`src/rtl/bwq_pkg.sv`:
```
// shared types and constants for the berth allocator with wait queue
`timescale 1ns / 1ps

package bwq_pkg;

   localparam int SLOTS_DEF      = 16;
   localparam int WAIT_DEPTH_DEF = 16;
   localparam int ID_BITS_DEF    = 16;

   localparam int COUNT_W    = 5;
   localparam int SLOT_NUM_W = 5;
   localparam int LEVEL_W    = 5;
   localparam int STATUS_W   = 3;
   localparam int CSR_AW     = 3;
   localparam int CSR_DW     = 32;

   localparam logic [COUNT_W-1:0] SLOT_COUNT_RST = 5'd16;

   typedef enum logic {
      REG_SLOT_COUNT = 1'b0,
      REG_UNUSED     = 1'b1
   } reg_index_type;

   typedef enum logic {
      MODE_ARRIVE  = 1'b0,
      MODE_RELEASE = 1'b1
   } mode_type;

   typedef enum logic [STATUS_W-1:0] {
      ST_PLACED   = 3'd0,
      ST_QUEUED   = 3'd1,
      ST_FREED    = 3'd2,
      ST_REFILLED = 3'd3,
      ST_DROPPED  = 3'd4,
      ST_BAD_SLOT = 3'd5
   } status_type;

   typedef struct packed {
      logic push;
      logic pop;
   } ring_cmd_type;

   typedef struct packed {
      logic full;
      logic empty;
   } ring_stat_type;

endpackage

```
`src/rtl/bwq_slot_map.sv`:
```
// occupancy flags of the slots and lowest free slot search
`timescale 1ns / 1ps

module bwq_slot_map import bwq_pkg::*; #(
   parameter  int SLOTS = SLOTS_DEF,
   localparam int SW    = (SLOTS > 1) ? $clog2(SLOTS) : 1,
   localparam int CW    = $clog2(SLOTS + 1)
) (
   input  logic          clock,
   input  logic          reset,
   input  logic          set_en,
   input  logic          clr_en,
   input  logic [SW-1:0] idx,
   input  logic [CW-1:0] count,
   output logic          free_found,
   output logic [SW-1:0] free_idx
);

   logic [SLOTS-1:0] occ_ff;
   logic [SLOTS-1:0] occ_in;

   always_comb begin
      free_found = 1'b0;
      free_idx   = '0;
      for (int i = SLOTS - 1; i >= 0; i--) begin
         if (!occ_ff[i] && (i < int'(count))) begin
            free_found = 1'b1;
            free_idx   = SW'(i);
         end
      end
   end

   always_comb begin
      occ_in = occ_ff;
      if (set_en) begin
         occ_in[idx] = 1'b1;
      end
      if (clr_en) begin
         occ_in[idx] = 1'b0;
      end
   end

   always_ff @(posedge clock) begin
      if (reset) begin
         occ_ff <= '0;
      end else begin
         occ_ff <= occ_in;
      end
   end

endmodule

```
`src/rtl/bwq_wait_ring.sv`:
```
// fifo wait queue held in a synchronous memory with head read forwarding
`timescale 1ns / 1ps

module bwq_wait_ring import bwq_pkg::*; #(
   parameter  int WAIT_DEPTH = WAIT_DEPTH_DEF,
   parameter  int ID_BITS    = ID_BITS_DEF,
   localparam int QW         = (WAIT_DEPTH > 1) ? $clog2(WAIT_DEPTH) : 1,
   localparam int FW         = $clog2(WAIT_DEPTH + 1)
) (
   input  logic               clock,
   input  logic               reset,
   input  ring_cmd_type       cmd,
   input  logic [ID_BITS-1:0] wdata,
   output ring_stat_type      stat,
   output logic [ID_BITS-1:0] head_data,
   output logic [FW-1:0]      fill
);

   logic [ID_BITS-1:0] mem [WAIT_DEPTH];

   logic [QW-1:0]      head_ff;
   logic [QW-1:0]      head_in;
   logic [QW-1:0]      tail_ff;
   logic [QW-1:0]      tail_in;
   logic [FW-1:0]      fill_ff;
   logic [FW-1:0]      fill_in;
   logic [ID_BITS-1:0] rdata_ff;
   logic               fwd_ff;
   logic [ID_BITS-1:0] fwd_data_ff;

   function automatic logic [QW-1:0] ring_next(input logic [QW-1:0] ptr);
      logic [QW-1:0] nxt;
      nxt = (ptr == QW'(WAIT_DEPTH - 1)) ? '0 : ptr + 1'b1;
      return nxt;
   endfunction

   always_comb begin
      head_in = cmd.pop ? ring_next(head_ff) : head_ff;
      tail_in = cmd.push ? ring_next(tail_ff) : tail_ff;
      fill_in = fill_ff;
      if (cmd.push && !cmd.pop) begin
         fill_in = fill_ff + 1'b1;
      end else if (cmd.pop && !cmd.push) begin
         fill_in = fill_ff - 1'b1;
      end
   end

   always_ff @(posedge clock) begin
      if (reset) begin
         head_ff <= '0;
         tail_ff <= '0;
         fill_ff <= '0;
      end else begin
         head_ff <= head_in;
         tail_ff <= tail_in;
         fill_ff <= fill_in;
      end
   end

   // head entry is read every cycle, a write to the same entry is forwarded
   always_ff @(posedge clock) begin
      if (cmd.push) begin
         mem[tail_ff] <= wdata;
      end
      rdata_ff    <= mem[head_in];
      fwd_ff      <= cmd.push && (tail_ff == head_in);
      fwd_data_ff <= wdata;
   end

   assign head_data  = fwd_ff ? fwd_data_ff : rdata_ff;
   assign fill       = fill_ff;
   assign stat.full  = (fill_ff == FW'(WAIT_DEPTH));
   assign stat.empty = (fill_ff == '0);

endmodule

```
`src/rtl/berth_allocator_with_wait_queue.sv`:
```
// top level of the berth allocator with wait queue
//
// input channel req_*: one item per transfer, mode 0 arrives requester_id at the
// lowest free slot (or queues it, or drops it when the queue is full), mode 1 releases slot_number and moves the
// queue head into it when the queue holds an entry
// result channel rsp_*: exactly one result per item, in item order
// configuration: apb write of slot_count at byte address 0, reads return it
// path: an accepted item is held in the execute register and its result is
// offered from the output register
// throughput: one item per cycle while req_stall is low; the queue head read from the wait memory
// is kept current every cycle, so back-to-back items need no bubble
// stall: an output register holds a stalled result while one more item waits
// in the execute register; req_stall rises only when both are full
// reset: synchronous, clears all slots to free, empties the queue and sets
// slot_count to 16; no clearing pass is needed
`timescale 1ns / 1ps

module berth_allocator_with_wait_queue import bwq_pkg::*; #(
   parameter  int SLOTS      = SLOTS_DEF,
   parameter  int WAIT_DEPTH = WAIT_DEPTH_DEF,
   parameter  int ID_BITS    = ID_BITS_DEF,
   localparam int SW         = (SLOTS > 1) ? $clog2(SLOTS) : 1,
   localparam int CW         = $clog2(SLOTS + 1),
   localparam int FW         = $clog2(WAIT_DEPTH + 1)
) (
   input  logic                  clock,
   input  logic                  reset,
   input  logic                  req_valid,
   output logic                  req_stall,
   input  logic                  req_mode,
   input  logic [ID_BITS-1:0]    req_requester_id,
   input  logic [SLOT_NUM_W-1:0] req_slot_number,
   output logic                  rsp_valid,
   input  logic                  rsp_stall,
   output logic [STATUS_W-1:0]   rsp_status,
   output logic [SLOT_NUM_W-1:0] rsp_slot_out,
   output logic [ID_BITS-1:0]    rsp_id_out,
   output logic [LEVEL_W-1:0]    rsp_queue_level,
   input  logic                  psel,
   input  logic                  penable,
   input  logic                  pwrite,
   input  logic [CSR_AW-1:0]     paddr,
   input  logic [CSR_DW-1:0]     pwdata,
   output logic [CSR_DW-1:0]     prdata,
   output logic                  pready
);

   logic [COUNT_W-1:0]    slot_count_ff;
   logic [CW-1:0]         count_eff;
   reg_index_type         csr_idx;

   logic                  accept;
   logic                  commit;
   logic                  s1_go;
   logic                  s1_valid_ff;
   logic                  s1_valid_in;
   mode_type              s1_mode_ff;
   logic [ID_BITS-1:0]    s1_id_ff;
   logic [SLOT_NUM_W-1:0] s1_slot_ff;

   logic                  free_found;
   logic [SW-1:0]         free_idx;
   logic                  map_set;
   logic                  map_clr;
   logic [SW-1:0]         map_idx;
   logic [SW-1:0]         rel_idx;
   logic                  bad_slot;

   ring_cmd_type          ring_cmd;
   ring_stat_type         ring_stat;
   logic [ID_BITS-1:0]    head_data;
   logic [FW-1:0]         fill;
   logic [FW-1:0]         level;

   status_type            status_in;
   logic [SLOT_NUM_W-1:0] slot_out_in;
   logic [ID_BITS-1:0]    id_out_in;

   logic                  rsp_valid_ff;
   status_type            rsp_status_ff;
   logic [SLOT_NUM_W-1:0] rsp_slot_out_ff;
   logic [ID_BITS-1:0]    rsp_id_out_ff;
   logic [LEVEL_W-1:0]    rsp_queue_level_ff;

   // configuration port
   assign csr_idx = reg_index_type'(paddr[2]);
   assign pready  = 1'b1;

   always_ff @(posedge clock) begin
      if (reset) begin
         slot_count_ff <= SLOT_COUNT_RST;
      end else if (psel && penable && pwrite && (csr_idx == REG_SLOT_COUNT)) begin
         slot_count_ff <= pwdata[COUNT_W-1:0];
      end
   end

   always_comb begin
      case (csr_idx)
         REG_SLOT_COUNT: prdata = CSR_DW'(slot_count_ff);
         default:        prdata = '0;
      endcase
   end

   always_comb begin
      if (slot_count_ff == '0) begin
         count_eff = CW'(1);
      end else if (int'(slot_count_ff) > SLOTS) begin
         count_eff = CW'(SLOTS);
      end else begin
         count_eff = CW'(slot_count_ff);
      end
   end

   // execute register and output register
   assign s1_go       = !rsp_valid_ff || !rsp_stall;
   assign commit      = s1_valid_ff && s1_go;
   assign req_stall   = s1_valid_ff && !s1_go;
   assign accept      = req_valid && !req_stall;
   assign s1_valid_in = accept || (s1_valid_ff && !s1_go);

   always_ff @(posedge clock) begin
      if (reset) begin
         s1_valid_ff <= 1'b0;
      end else begin
         s1_valid_ff <= s1_valid_in;
      end
   end

   always_ff @(posedge clock) begin
      if (accept) begin
         s1_mode_ff <= mode_type'(req_mode);
         s1_id_ff   <= req_requester_id;
         s1_slot_ff <= req_slot_number;
      end
   end

   assign rel_idx  = SW'(s1_slot_ff - 1'b1);
   assign bad_slot = (s1_slot_ff == '0) || (int'(s1_slot_ff) > int'(count_eff));

   always_comb begin
      map_set       = 1'b0;
      map_clr       = 1'b0;
      map_idx       = rel_idx;
      ring_cmd.push = 1'b0;
      ring_cmd.pop  = 1'b0;
      status_in     = ST_BAD_SLOT;
      slot_out_in   = '0;
      id_out_in     = '0;
      case (s1_mode_ff)
         MODE_ARRIVE: begin
            id_out_in = s1_id_ff;
            if (free_found) begin
               map_set     = commit;
               map_idx     = free_idx;
               status_in   = ST_PLACED;
               slot_out_in = SLOT_NUM_W'(32'(free_idx) + 1);
            end else if (ring_stat.full) begin
               status_in = ST_DROPPED;
            end else begin
               ring_cmd.push = commit;
               status_in     = ST_QUEUED;
            end
         end
         MODE_RELEASE: begin
            if (!bad_slot) begin
               slot_out_in = s1_slot_ff;
               if (ring_stat.empty) begin
                  map_clr   = commit;
                  status_in = ST_FREED;
               end else begin
                  map_set      = commit;
                  ring_cmd.pop = commit;
                  status_in    = ST_REFILLED;
                  id_out_in    = head_data;
               end
            end
         end
         default: begin
            status_in = ST_BAD_SLOT;
         end
      endcase
   end

   always_comb begin
      level = fill;
      if (ring_cmd.push) begin
         level = fill + 1'b1;
      end else if (ring_cmd.pop) begin
         level = fill - 1'b1;
      end
   end

   bwq_slot_map #(
      .SLOTS (SLOTS)
   ) u_slot_map (
      .clock      (clock),
      .reset      (reset),
      .set_en     (map_set),
      .clr_en     (map_clr),
      .idx        (map_idx),
      .count      (count_eff),
      .free_found (free_found),
      .free_idx   (free_idx)
   );

   bwq_wait_ring #(
      .WAIT_DEPTH (WAIT_DEPTH),
      .ID_BITS    (ID_BITS)
   ) u_wait_ring (
      .clock     (clock),
      .reset     (reset),
      .cmd       (ring_cmd),
      .wdata     (s1_id_ff),
      .stat      (ring_stat),
      .head_data (head_data),
      .fill      (fill)
   );

   always_ff @(posedge clock) begin
      if (reset) begin
         rsp_valid_ff <= 1'b0;
      end else if (commit) begin
         rsp_valid_ff <= 1'b1;
      end else if (!rsp_stall) begin
         rsp_valid_ff <= 1'b0;
      end
   end

   always_ff @(posedge clock) begin
      if (commit) begin
         rsp_status_ff      <= status_in;
         rsp_slot_out_ff    <= slot_out_in;
         rsp_id_out_ff      <= id_out_in;
         rsp_queue_level_ff <= LEVEL_W'(32'(level));
      end
   end

   assign rsp_valid       = rsp_valid_ff;
   assign rsp_status      = rsp_status_ff;
   assign rsp_slot_out    = rsp_slot_out_ff;
   assign rsp_id_out      = rsp_id_out_ff;
   assign rsp_queue_level = rsp_queue_level_ff;

`ifndef ASSERT_OFF
   assert property (@(posedge clock) disable iff (reset)
      !(ring_cmd.push && ring_cmd.pop))
      else $error("wait queue pushed and popped in one transfer");

   assert property (@(posedge clock) disable iff (reset)
      ring_cmd.push |-> !ring_stat.full)
      else $error("push into a full wait queue");

   assert property (@(posedge clock) disable iff (reset)
      ring_cmd.pop |-> !ring_stat.empty)
      else $error("pop from an empty wait queue");

   assert property (@(posedge clock) disable iff (reset)
      req_stall |-> (s1_valid_ff && rsp_valid_ff))
      else $error("input stalled while a stage is free");

   assert property (@(posedge clock) disable iff (reset)
      (rsp_valid && (rsp_status == ST_PLACED || rsp_status == ST_REFILLED))
      |-> (rsp_slot_out != '0))
      else $error("placed or refilled result without a slot");
`endif

endmodule

```
`config.mk`:
```
export PLATFORM = sky130hd
export DESIGN_NAME = berth_allocator_with_wait_queue
export DESIGN_NICKNAME = d
export VERILOG_FILES = /design/src/rtl/bwq_pkg.sv /design/src/rtl/bwq_slot_map.sv /design/src/rtl/bwq_wait_ring.sv /design/src/rtl/berth_allocator_with_wait_queue.sv
export SDC_FILE = /design/constraint.sdc
export NUM_CORES = 1
export LEC_CHECK = 0
export ABC_AREA = 1
export BUFFER_PORTS_ARGS = -buffer_cell sky130_fd_sc_hd__buf_2
export CAP_MARGIN = 20
export CORE_AREA = 2 2 200 202
export DETAILED_ROUTE_END_ITERATION = 8
export DIE_AREA = 0 0 202 204
export PLACE_DENSITY = 0.57
export SYNTH_ARGS = -nofsm -noshare
export SYNTH_HDL_FRONTEND = slang
export SYNTH_SLANG_ARGS = --single-unit
```
`constraint.sdc`:
```
create_clock -name clock -period 4.4 [get_ports clock]
set_clock_uncertainty 0.2 [all_clocks]
set_input_delay 0.44 -clock clock [delete_from_list [all_inputs] [get_ports clock]]
set_output_delay 0.44 -clock clock [all_outputs]
set_load 0.005 [all_outputs]
```
* Yosys cells after proc, flatten, opt, wreduce, memory -nomap -nowiden *
Memories as Yosys holds them, arrays and structs flattened. A register that Yosys moved wholly into a read port is not among the register bits.
Cells that the tools add are included.
Widths: inputs -> output; s select.

storage, ports and cells
  output and inout port bits = 64
  bits in writable memories = 256
  bits in registers = 104
  word-level logic and storage cells = 183
  input bits = 64
  memories kept = 1

cells by class
  bitwise logic cells = 5
  reduce and logical (&&, ||, !) cells = 55
  $lt $le $gt $ge = 20
  eq/ne operators = 5
  $add $sub $neg = 6
  multiplexer cells = 75

memory list
  memory           depth  bits a word  rd ports  clocked after memory_dff  write ports  RTL line             source
  u_wait_ring.mem  16     16           1         1                         1            bwq_wait_ring.sv:19  logic [ID_BITS-1:0] mem [WAIT_DEPTH];

operators with widths
  operator             count
  $mux 4               21
  $mux 16              5
  $mux 5               9
  $lt 4x5->1 const A   8
  $mux 1               32
  $pmux 16 s2          1
  $logic_and 1x1->1    26
  $logic_not 1->1      22
  $lt 3x5->1 const A   4
  $and 16x16->16       1
  $not 16->16          1
  $or 16x16->16        1
  $logic_not 5->1      3
  $lt 1x5->1 const A   2
  $lt 2x5->1 const A   2
  $pmux 5 s2           1
  $mux 3               3
  $add 4x1->4 const B  2
  $eq 4x4->1 const B   2
  $pmux 3 s2           1
  $add 4x1->5 const B  1
  $add 5x1->5 const B  1
  $eq 5x5->1 const B   1
  $gt 5x5->1           1
  other kinds (12)     15

* Longest topological paths before layout *
Gate-level depths: netlist of run 1.

  depth after elaboration = 31
  mapped depth = 22
  depth with buffers taken out = 20

* By module *
From an unflattened synthesis of run 1, not the netlist that was laid out.

unflattened totals
  cells, all modules = 1671
  area total of the unflattened synthesis = 17017.6 um^2

modules (own cells, without submodules)
  module                           times used  area an instance (um^2)  sequential area each (um^2)  cells an instance
  bwq_wait_ring                    1           12934.9                  8608.3                       1168
  berth_allocator_with_wait_queue  1           2941.6                   1671.6                       302
  bwq_slot_map                     1           1141.1                   320.3                        201

* Worst setup path after synthesis of run 1 *
No wires, ideal clock.

  kind = input to register
  start point = input port rsp_stall
  end point = memory u_wait_ring.mem[11][0] in the netlist's numbering, enable pin
  required time = 3.812 ns
  data arrival time = 3.231 ns
  setup slack = 0.581 ns
  setup time = 0.388 ns
  path buffers = 0
  stages = 7
  cells stage by stage = nand2_1 > inv_1 > nor2_1 > nand2_1 > inv_2 > nand2_1 > nor2_1

RTL lines
  what             RTL line                               source
  start, declared  berth_allocator_with_wait_queue.sv:34  input logic rsp_stall,
  end, declared    bwq_wait_ring.sv:19

* Final worst setup path of run 1 *
  start point = register slot_count_ff[2]
  end point = register u_wait_ring.rdata_ff[8] (read register of u_wait_ring.mem)

between the ends
  longest elaborated chain between the ends = 8
  elaborated cells between the ends (all ways) = 9
  classes of those cells = order compare (2); mux (5); reduce/logical (2)

ends and longest elaborated chain
  what                    RTL line                                source
  start, declared         berth_allocator_with_wait_queue.sv:48   logic [COUNT_W-1:0] slot_count_ff;
  start signal, assigned  berth_allocator_with_wait_queue.sv:93   slot_count_ff <= pwdata[COUNT_W-1:0];
  $gt 5x5->1              berth_allocator_with_wait_queue.sv:107  end else if (int'(slot_count_ff) > SLOTS) begin
  $mux 5                  berth_allocator_with_wait_queue.sv:107
  $mux 5 (*)              berth_allocator_with_wait_queue.sv:105  if (slot_count_ff == '0) begin
  $gt 5x5->1 (*)          berth_allocator_with_wait_queue.sv:138  assign bad_slot = (s1_slot_ff == '0) || (int'(s1_slot_ff) > int'(count_eff));
  $logic_or 1x1->1 (*)    berth_allocator_with_wait_queue.sv:138
  $mux 1 (*)              berth_allocator_with_wait_queue.sv:165  if (!bad_slot) begin
  $mux 1 (*)              berth_allocator_with_wait_queue.sv:149  case (s1_mode_ff)
  $mux 4 (*)              bwq_wait_ring.sv:38                     head_in = cmd.pop ? ring_next(head_ff) : head_ff;
  end, declared           bwq_wait_ring.sv:27                     logic [ID_BITS-1:0] rdata_ff;

Mark *: on every way between the ends. The rest lies on a longest branch, timed or not.
A chain may end at the register's enable or synchronous reset.

==> impl_metrics.yaml, run 1 <==
floorplanning:
  core-area_um2: 39180
  rows: 73
  initial_utilization: 0.4150
  ioPinCount: 128
  die_area_um2: 41210
  die_h_um: 204
  die_w_um: 202
logic_synthesis:
  ys_types: 40
  ys_ff_latch: 376
  synth_cells: 1533
  seq_area_frac_synth: 0.6518
  postSynthAreaPerCell_um2: 10.61
  ys_warn_count: 0
  syn_area_um2: 16260
timing:
  min_period_ns: 3.851
  tns_ns: 0
  whs_ns: 0.02476
  worst_slew_pin_slew_ns: 0.8528
  timing.slew.headroom: 0.4308
  rsz0062_at_grt: "no"
  setup_viol: 0
  hold_viol: 0
  finalCritPeriodShare: 0.8752
  report.final.slew_viol_count: 0
  fmax_mhz: 259.7
routing:
  avgViaCountPerCell: 4.965
  drcViolationCount: 0
  drtIter0Drc: 752
  vias: 10940
  totalWireLength_um: 38280
  ant_nets: 0
  wl_per_cell_um: 17.37
  first_pass_iters: 5
placement:
  hpwl_um: 24210
  gp_congestion: 0.8707
  numPortBuffers: 70
  placed_area_um2: 17360
worst_hold_path:
  hold_class: "in2reg"
  hold_path_startpoint: "reset"
global_route:
  first_global_vias: 10220
  grt_max_degree: 53
  grt_util_all_layers: 0.1856
  grt_pass1_wl_um: 58260
  grt_overflow: 0
  antenna_found_initial: 0
final_layout:
  drive_above_1_share: 0.1310
  diodes: 0
  final_cell_area_um2: 18880
  utilization: 0.4818
  syn2layout_area_growth_pct: 16.09
  nNetsFinal: 1728
  fill_cells: 3526
worst_setup_path:
  worstSetupStartpoint: "slot_count_ff[2]"
  cp_max_fo: 17
  crit_type: "reg2reg"
  path_common_cell: "nand2_1"
  timing.rr.start: "slot_count_ff[2]"
  worstPathArrival_ns: 4.07
  start_kind: "flip-flop"
  slowest_delay_ns: 0.64
  cp_cell_sequence: "nor2_1, nand2_1, nand2_1, nand2_1, ha_1, nand2_1, nor3_1, o22ai_1, nand2_1, inv_1, nand2_1, inv_1, o21ai_4, buf_4, nand2_1, o211ai_1, nand3_1, nand3_1, nand2_1"
  required_ns: 4.62
  critPathSlowestCell: "o21ai_4"
  endpoint_kind: "flip-flop"
clock_network:
  numCtsBuffers: 40
  tritoncts: "built"
  h-tree-depth: 2
  clk_pin_slew_worst_paths_ns: 0.06
  clkLatencyLatePin_ns: 0.54
  clkSinkCount: 376
  cts_root_buf: "clkbuf_16"
  cts_setup_buffers: 0
  cts_max_path_buffers: 3
job:
  maxCapViolations: 0
power:
  ir_drop_mv: 0.3763
  p_per_area_nw_per_um2: 390.5
  total_leakage_power_uw: 0.007650
status:
  status: "finished, final reports clean"
-- sequential cells by signal, summed over array words and instances (netlist names), 16 cells and up --
name / count
u_wait_ring.fwd_data_ff: 16
rsp_id_out: 16
u_slot_map.occ_ff: 16
s1_id_ff: 16
u_wait_ring.mem: 256
u_wait_ring.rdata_ff: 16
-- layout by cell type (no fill, tap or decap), types with 38 or more instances in the layout --
master,netlist,final
buf_2,29,70
buf_4,30,38
clkbuf_16,0,40
dfxtp_1,69,69
edfxtp_1,307,307
inv_1,218,217
nand2_1,312,312
nand3_1,125,125
nor2_1,90,73
o211ai_1,130,130
o21ai_0,57,57
-- cells in the mapped netlist --
cell type    n  area [um2]
inv_2        6       22.52
nor2_2       6       37.54
a21oi_2      3       26.28
xnor2_1      2       17.52
nand2_2      6       37.54
o211ai_1   130       975.9
nor3_1       4       20.02
nor4_1       1       6.260
a21oi_1     17       85.08
conb_1       2       7.510
nand3b_1     2       15.01
nand3_1    125       625.6
mux2_2       1       11.26
o21ai_0     57       285.3
o22ai_1      2       12.51
edfxtp_1   307        9219
xor2_1      11       96.34
dfxtp_1     69        1381
buf_2       29       145.1
a211oi_1     3       22.52
o2111ai_1    1       8.760
a31oi_1      1       6.260
clkbuf_1    29       108.9
buf_4       30       225.2
o31ai_1      2       15.01
o21ai_1      4       20.02
nor2_1      90       337.8
ha_1        16       200.2
o21a_1       1       7.510
inv_1      218       818.3
or2_2        1       6.260
nand3_2      3       30.03
clkinv_1     3       11.26
nand2_1    312        1171
and3_1       1       6.260
nand4_1     26       162.7
or2_1        1       6.260
o21ai_2      3       26.28
buf_6        2       22.52
buf_1        6       22.52
-- critical path, delay by kind of cell, from the launching register on --
family,cells,cell delay [ns]
buf+inv,3,0.53
flops,1,0.38
fa+ha+maj,1,0.32
compound gates,3,0.88
simple gates,12,1.43
-- final cells by class --
| type | instances | area, um2 | area share |
|---|---|---|---|
| sequential | 376 | 10600 | 0.5614 |
| multi-input combinational | 860 | 4451 | 0.2357 |
| clock buffer | 63 | 1157 | 0.06130 |
| timing repair buffer | 143 | 1066 | 0.05646 |
| inverter | 227 | 852.1 | 0.04513 |
| tap | 525 | 656.9 | 0.03479 |
| clock inverter | 10 | 97.59 | 0.005169 |
-- layer usage --
metal,GRT usage,vias to the layer above,share of wire,wire [um]
li1,-,5422,-,-
met1,0.2458,5216,0.45,17390
met2,0.3143,239,0.47,18140
met3,0.03013,66,0.047,1784
met4,0.05646,0,0.025,969
met5,0,-,0,0
-- final timing paths --
kind | to | depth (start not counted) | slack, ns
setup / recovery | u_wait_ring.rdata_ff[8] | 19 | 0.55
hold / removal | u_wait_ring.head_ff[2] | 2 | 0.02
setup reg to reg | u_wait_ring.rdata_ff[8] | 19 | 0.55
hold reg to reg | u_slot_map.occ_ff[7] | 2 | 0.28
-- cell families (layout without fill, tap and decap cells) --
kind of cell | count (synthesis) | after routing | synth area share
AND/OR/NAND/NOR | 578 | 578 | 0.1514
flip-flops | 376 | 376 | 0.6518
buffers and inverters | 323 | 443 | 0.08463
AO/OA/AOI/OAI | 224 | 224 | 0.09171
adder cells (fa/ha/maj) | 16 | 16 | 0.01231
XOR/XNOR | 13 | 13 | 0.007001
other | 2 | 28 | 0.0004618
multiplexers | 1 | 1 | 0.0006924
-- power by group --
group	switching [uW]	internal [uW]	total, uW	leakage, uW
sequential	58.1	3890	3950	0.00336
combinational	131	69.6	201	0.00368
clock	1350	1870	3220	0.000606
total	1540	5830	7370	0.00765
-- what timing repair did --
item	CTS	global route
resized for setup	0	0
endpoints found under the hold margin	27	0
hold buffers	27	0
-- metrics by stage --
stage | power [uW] | setup WS [ns] | cells
after CTS | 7447 | 0.5602 | 2204
final | 7373 | 0.5490 | 2204
after global placement | 4199 | 0.6089 | 2104
after global routing | 7603 | 0.2371 | 2204
after detailed placement | 4204 | 0.5743 | 2104
after floorplan | 4123 | 0.5805 | 1559
Note: power is estimated with default switching activity, not from simulation.
==> run 2, diff against run 1 <==
--- a/config.mk
+++ b/config.mk
@@ -5,12 +5,11 @@
 export SDC_FILE = /design/constraint.sdc
 export NUM_CORES = 1
 export LEC_CHECK = 0
-export ABC_AREA = 1
 export BUFFER_PORTS_ARGS = -buffer_cell sky130_fd_sc_hd__buf_2
 export CAP_MARGIN = 20
-export CORE_AREA = 2 2 200 202
+export CORE_AREA = 2 2 198 200
 export DETAILED_ROUTE_END_ITERATION = 8
-export DIE_AREA = 0 0 202 204
+export DIE_AREA = 0 0 200 202
 export PLACE_DENSITY = 0.57
 export SYNTH_ARGS = -nofsm -noshare
 export SYNTH_HDL_FRONTEND = slang
==> run 2 against run 1 <==
  * Count of clock-buffer cells in the layout shrank 3
  * Design area shrank 1.4%
  * Sequential cell count is the same
  * Register-to-register slack gained 0.06 ns
  * Non-clock buffer count grew 8
  * Final cell count shrank 18%
  * Synthesized cell count shrank 26%
  * Via count shrank 10%
  * Clock power grew 6.8%
  * Global-route usage grew 0.45 points
  * Combinational power shrank 7%
  * Maximum frequency grew 1.7%
  * Highest routed layer unchanged
==> impl_metrics.yaml, run 2 <==
clock_network:
  cts_setup_buffers: 0
  cts_root_buf: "clkbuf_16"
  clkSinkCount: 376
  tritoncts: "built"
  cts_max_path_buffers: 3
  h-tree-depth: 2
  numCtsBuffers: 41
  clk_pin_slew_worst_paths_ns: 0.06
  clkLatencyLatePin_ns: 0.56
power:
  p_per_area_nw_per_um2: 406.1
  power_uw: 7562
  ir_drop_mv: 0.2818
  total_leakage_power_uw: 0.006263
global_route:
  first_global_vias: 9396
  grt_overflow: 0
  antenna_found_initial: 0
  grt_max_degree: 59
  grt_pass1_wl_um: 56930
  grt_util_all_layers: 0.1901
routing:
  totalWireLength_um: 38310
  vias: 9809
  avgViaCountPerCell: 5.440
  wl_per_cell_um: 21.25
  ant_nets: 0
  drtIter0Drc: 668
  first_pass_iters: 5
  drcViolationCount: 0
worst_setup_path:
  start_kind: "flip-flop"
  timing.rr.start: "slot_count_ff[2]"
  required_ns: 4.46
  worstSetupStartpoint: "slot_count_ff[2]"
  worstReg2RegEnd: "u_wait_ring.mem[7][4]"
  reg2reg_depth: 9
  crit_type: "reg2reg"
  ff2ff_setup_slack_ns: 0.61
  endpoint_kind: "flip-flop"
  cp_max_fo: 15
  worstPathArrival_ns: 3.85
final_layout:
  final_cells: 1803
  diodes: 0
  mostFrequentLayoutCell: "edfxtp_1"
  drive_above_1_share: 0.1837
  final_cell_mix: "edfxtp_1 (307), mux2i_1 (87), a211oi_1 (74)"
  nNetsFinal: 1332
  largest-register: "u_wait_ring.mem"
  largest_reg_flops: 256
  fill_cells: 3316
  syn2layout_area_growth_pct: 16.98
timing:
  fmax_mhz: 264.0
  finalCritPeriodShare: 0.8608
  hold_viol: 0
  report.final.slew_viol_count: 0
  rsz0062_at_grt: "no"
  finalWorstSetupSlack_ns: 0.6126
  setup_viol: 0
  tns_ns: 0
  min_period_ns: 3.787
  whs_ns: 0.2180
  timing.slew.headroom: 0.4174
  worst_slew_pin_slew_ns: 0.8740
placement:
  gp_congestion: 0.8270
  hpwl_um: 22980
  numPortBuffers: 70
  dp.cells: 1698
  preCtsSetupSlack_ns: 0.6087
floorplanning:
  die_h_um: 202
  die_w_um: 200
  die_area_um2: 40400
  ioPinCount: 128
  initial_utilization: 0.4158
  rows: 72
  core-area_um2: 38290
logic_synthesis:
  synthMostInstantiatedCell: "edfxtp_1"
  synth_edf_count: 307
  synth-compound-area-share: 0.1256
  synthFlopType: "edfxtp_1"
  synth_area_leader_cell: "edfxtp_1"
  syn_area_um2: 15920
  synth_top_family_by_area: "compound AO/OA/AOI/OAI gates"
  yosysTopAreaCellShare: 0.5791
  synthMuxAreaShare: 0.05470
  postSynthAreaPerCell_um2: 14.06
  seq_area_frac_synth: 0.6658
  ys_warn_count: 0
  synthSimpleGateAreaFrac: 0.09242
  synthTopCellsByArea: "edfxtp_1 (58%), dfxtp_1 (8.7%), mux2i_1 (5.5%), a211oi_1 (3.5%), and3_1 (2.0%)"
  synth_cells: 1132
  synthTopCellsByCount: "edfxtp_1 (307), mux2i_1 (87), a211oi_1 (74)"
  ys_types: 77
  synthAdderAreaFrac: 0.01257
  synth_xor_area_frac: 0.008252
  synthArstFlopShare: 0
  ys_ff_latch: 376
worst_hold_path:
  hold_class: "in2reg"
  hold_path_startpoint: "reset"
  hold_end: "slot_count_ff[2]"
  min_path_cells: 2
status:
  status: "finished, final reports clean"
job:
  maxCapViolations: 0
-- run 2: changes by cell type after synthesis, sizes merged, moves of 26 or more --
cell	change
nor2	-42
mux2i	+87
nand2	-257
a211oi	+83
o211ai	-130
inv	-208
nand3	-119
o21ai	-46
and3	+49
a21oi	+26
-- run 2: worst max path at each step --
| stage | endpoint | slack [ns] |
|---|---|---|
| finish | u_wait_ring.mem[7][4] | 0.61 |
| global placement | u_wait_ring.mem[7][4] | 0.67 |
| CTS | u_wait_ring.mem[7][4] | 0.59 |
| floorplan | u_wait_ring.mem[0][0] | 0.48 |
| global route | u_wait_ring.mem[7][4] | 0.36 |
| detailed placement | u_wait_ring.mem[7][4] | 0.61 |
-- run 2: report_power, final --
group / switching, uW / leakage [uW] / internal (uW)
logic: 109 / 0.00225 / 76.6
clock network: 1370 / 0.000655 / 2070
registers: 53.5 / 0.00336 / 3890
total: 1530 / 0.00626 / 6030
-- run 2: final cells by class --
| class | count | area (um2) | share of cell area |
|---|---|---|---|
| Clock inverter | 16 | 185.2 | 0.009944 |
| Sequential cell | 376 | 10600 | 0.5692 |
| Inverter | 16 | 62.56 | 0.003359 |
| Clock buffer | 60 | 1160 | 0.06228 |
| Multi-Input combinational cell | 666 | 4848 | 0.2603 |
| Tap cell | 518 | 648.1 | 0.03480 |
| Timing Repair Buffer | 151 | 1119 | 0.06006 |
-- run 2: repair_timing --
action / 4_1_cts / 5_1_grt
hold endpoints to repair: 29 / 0
resized for setup: 0 / 0
hold buffers: 29 / 0
-- run 2: cells by family (layout without fill, tap and decap cells) --
logic type	count (synthesis)	after routing
DFF	376	376
and+or+nand+nor	263	263
AOI/OAI and AO/OA	257	257
buffers and inverters	116	243
muxes	87	87
adders and majority gates	16	16
xor gates and xnor gates	15	15
other	2	28
-- run 2: layer usage --
| metal | share of wire | track usage | vias to the layer above | routed length, um |
|---|---|---|---|---|
| li1 | - | - | 4604 | - |
| met1 | 0.45 | 0.2639 | 4909 | 17190 |
| met2 | 0.48 | 0.3090 | 247 | 18480 |
| met3 | 0.049 | 0.02953 | 49 | 1871 |
| met4 | 0.020 | 0.05529 | 0 | 759 |
| met5 | 0 | 0 | - | 0 |
-- run 2: metrics by stage --
stage          instance area [um2]    util
2_1_floorplan                16020       -
3_5_place_dp                 16990  0.4437
3_3_place_gp                 16990  0.4437
4_1_cts                      18620  0.4864
6_report                     18620  0.4864
5_1_grt                      18620  0.4864
-- run 2: critical path, cell delays in order, from the launching register on --
cell and delay [ns]:
dfxtp_1 0.37, buf_4 0.22, a311oi_1 0.35, a21oi_1 0.22
nor4b_4 0.45, nand3_2 0.22, a2111oi_4 0.39, nand2_1 0.28
nor2_2 0.49, buf_4 0.28
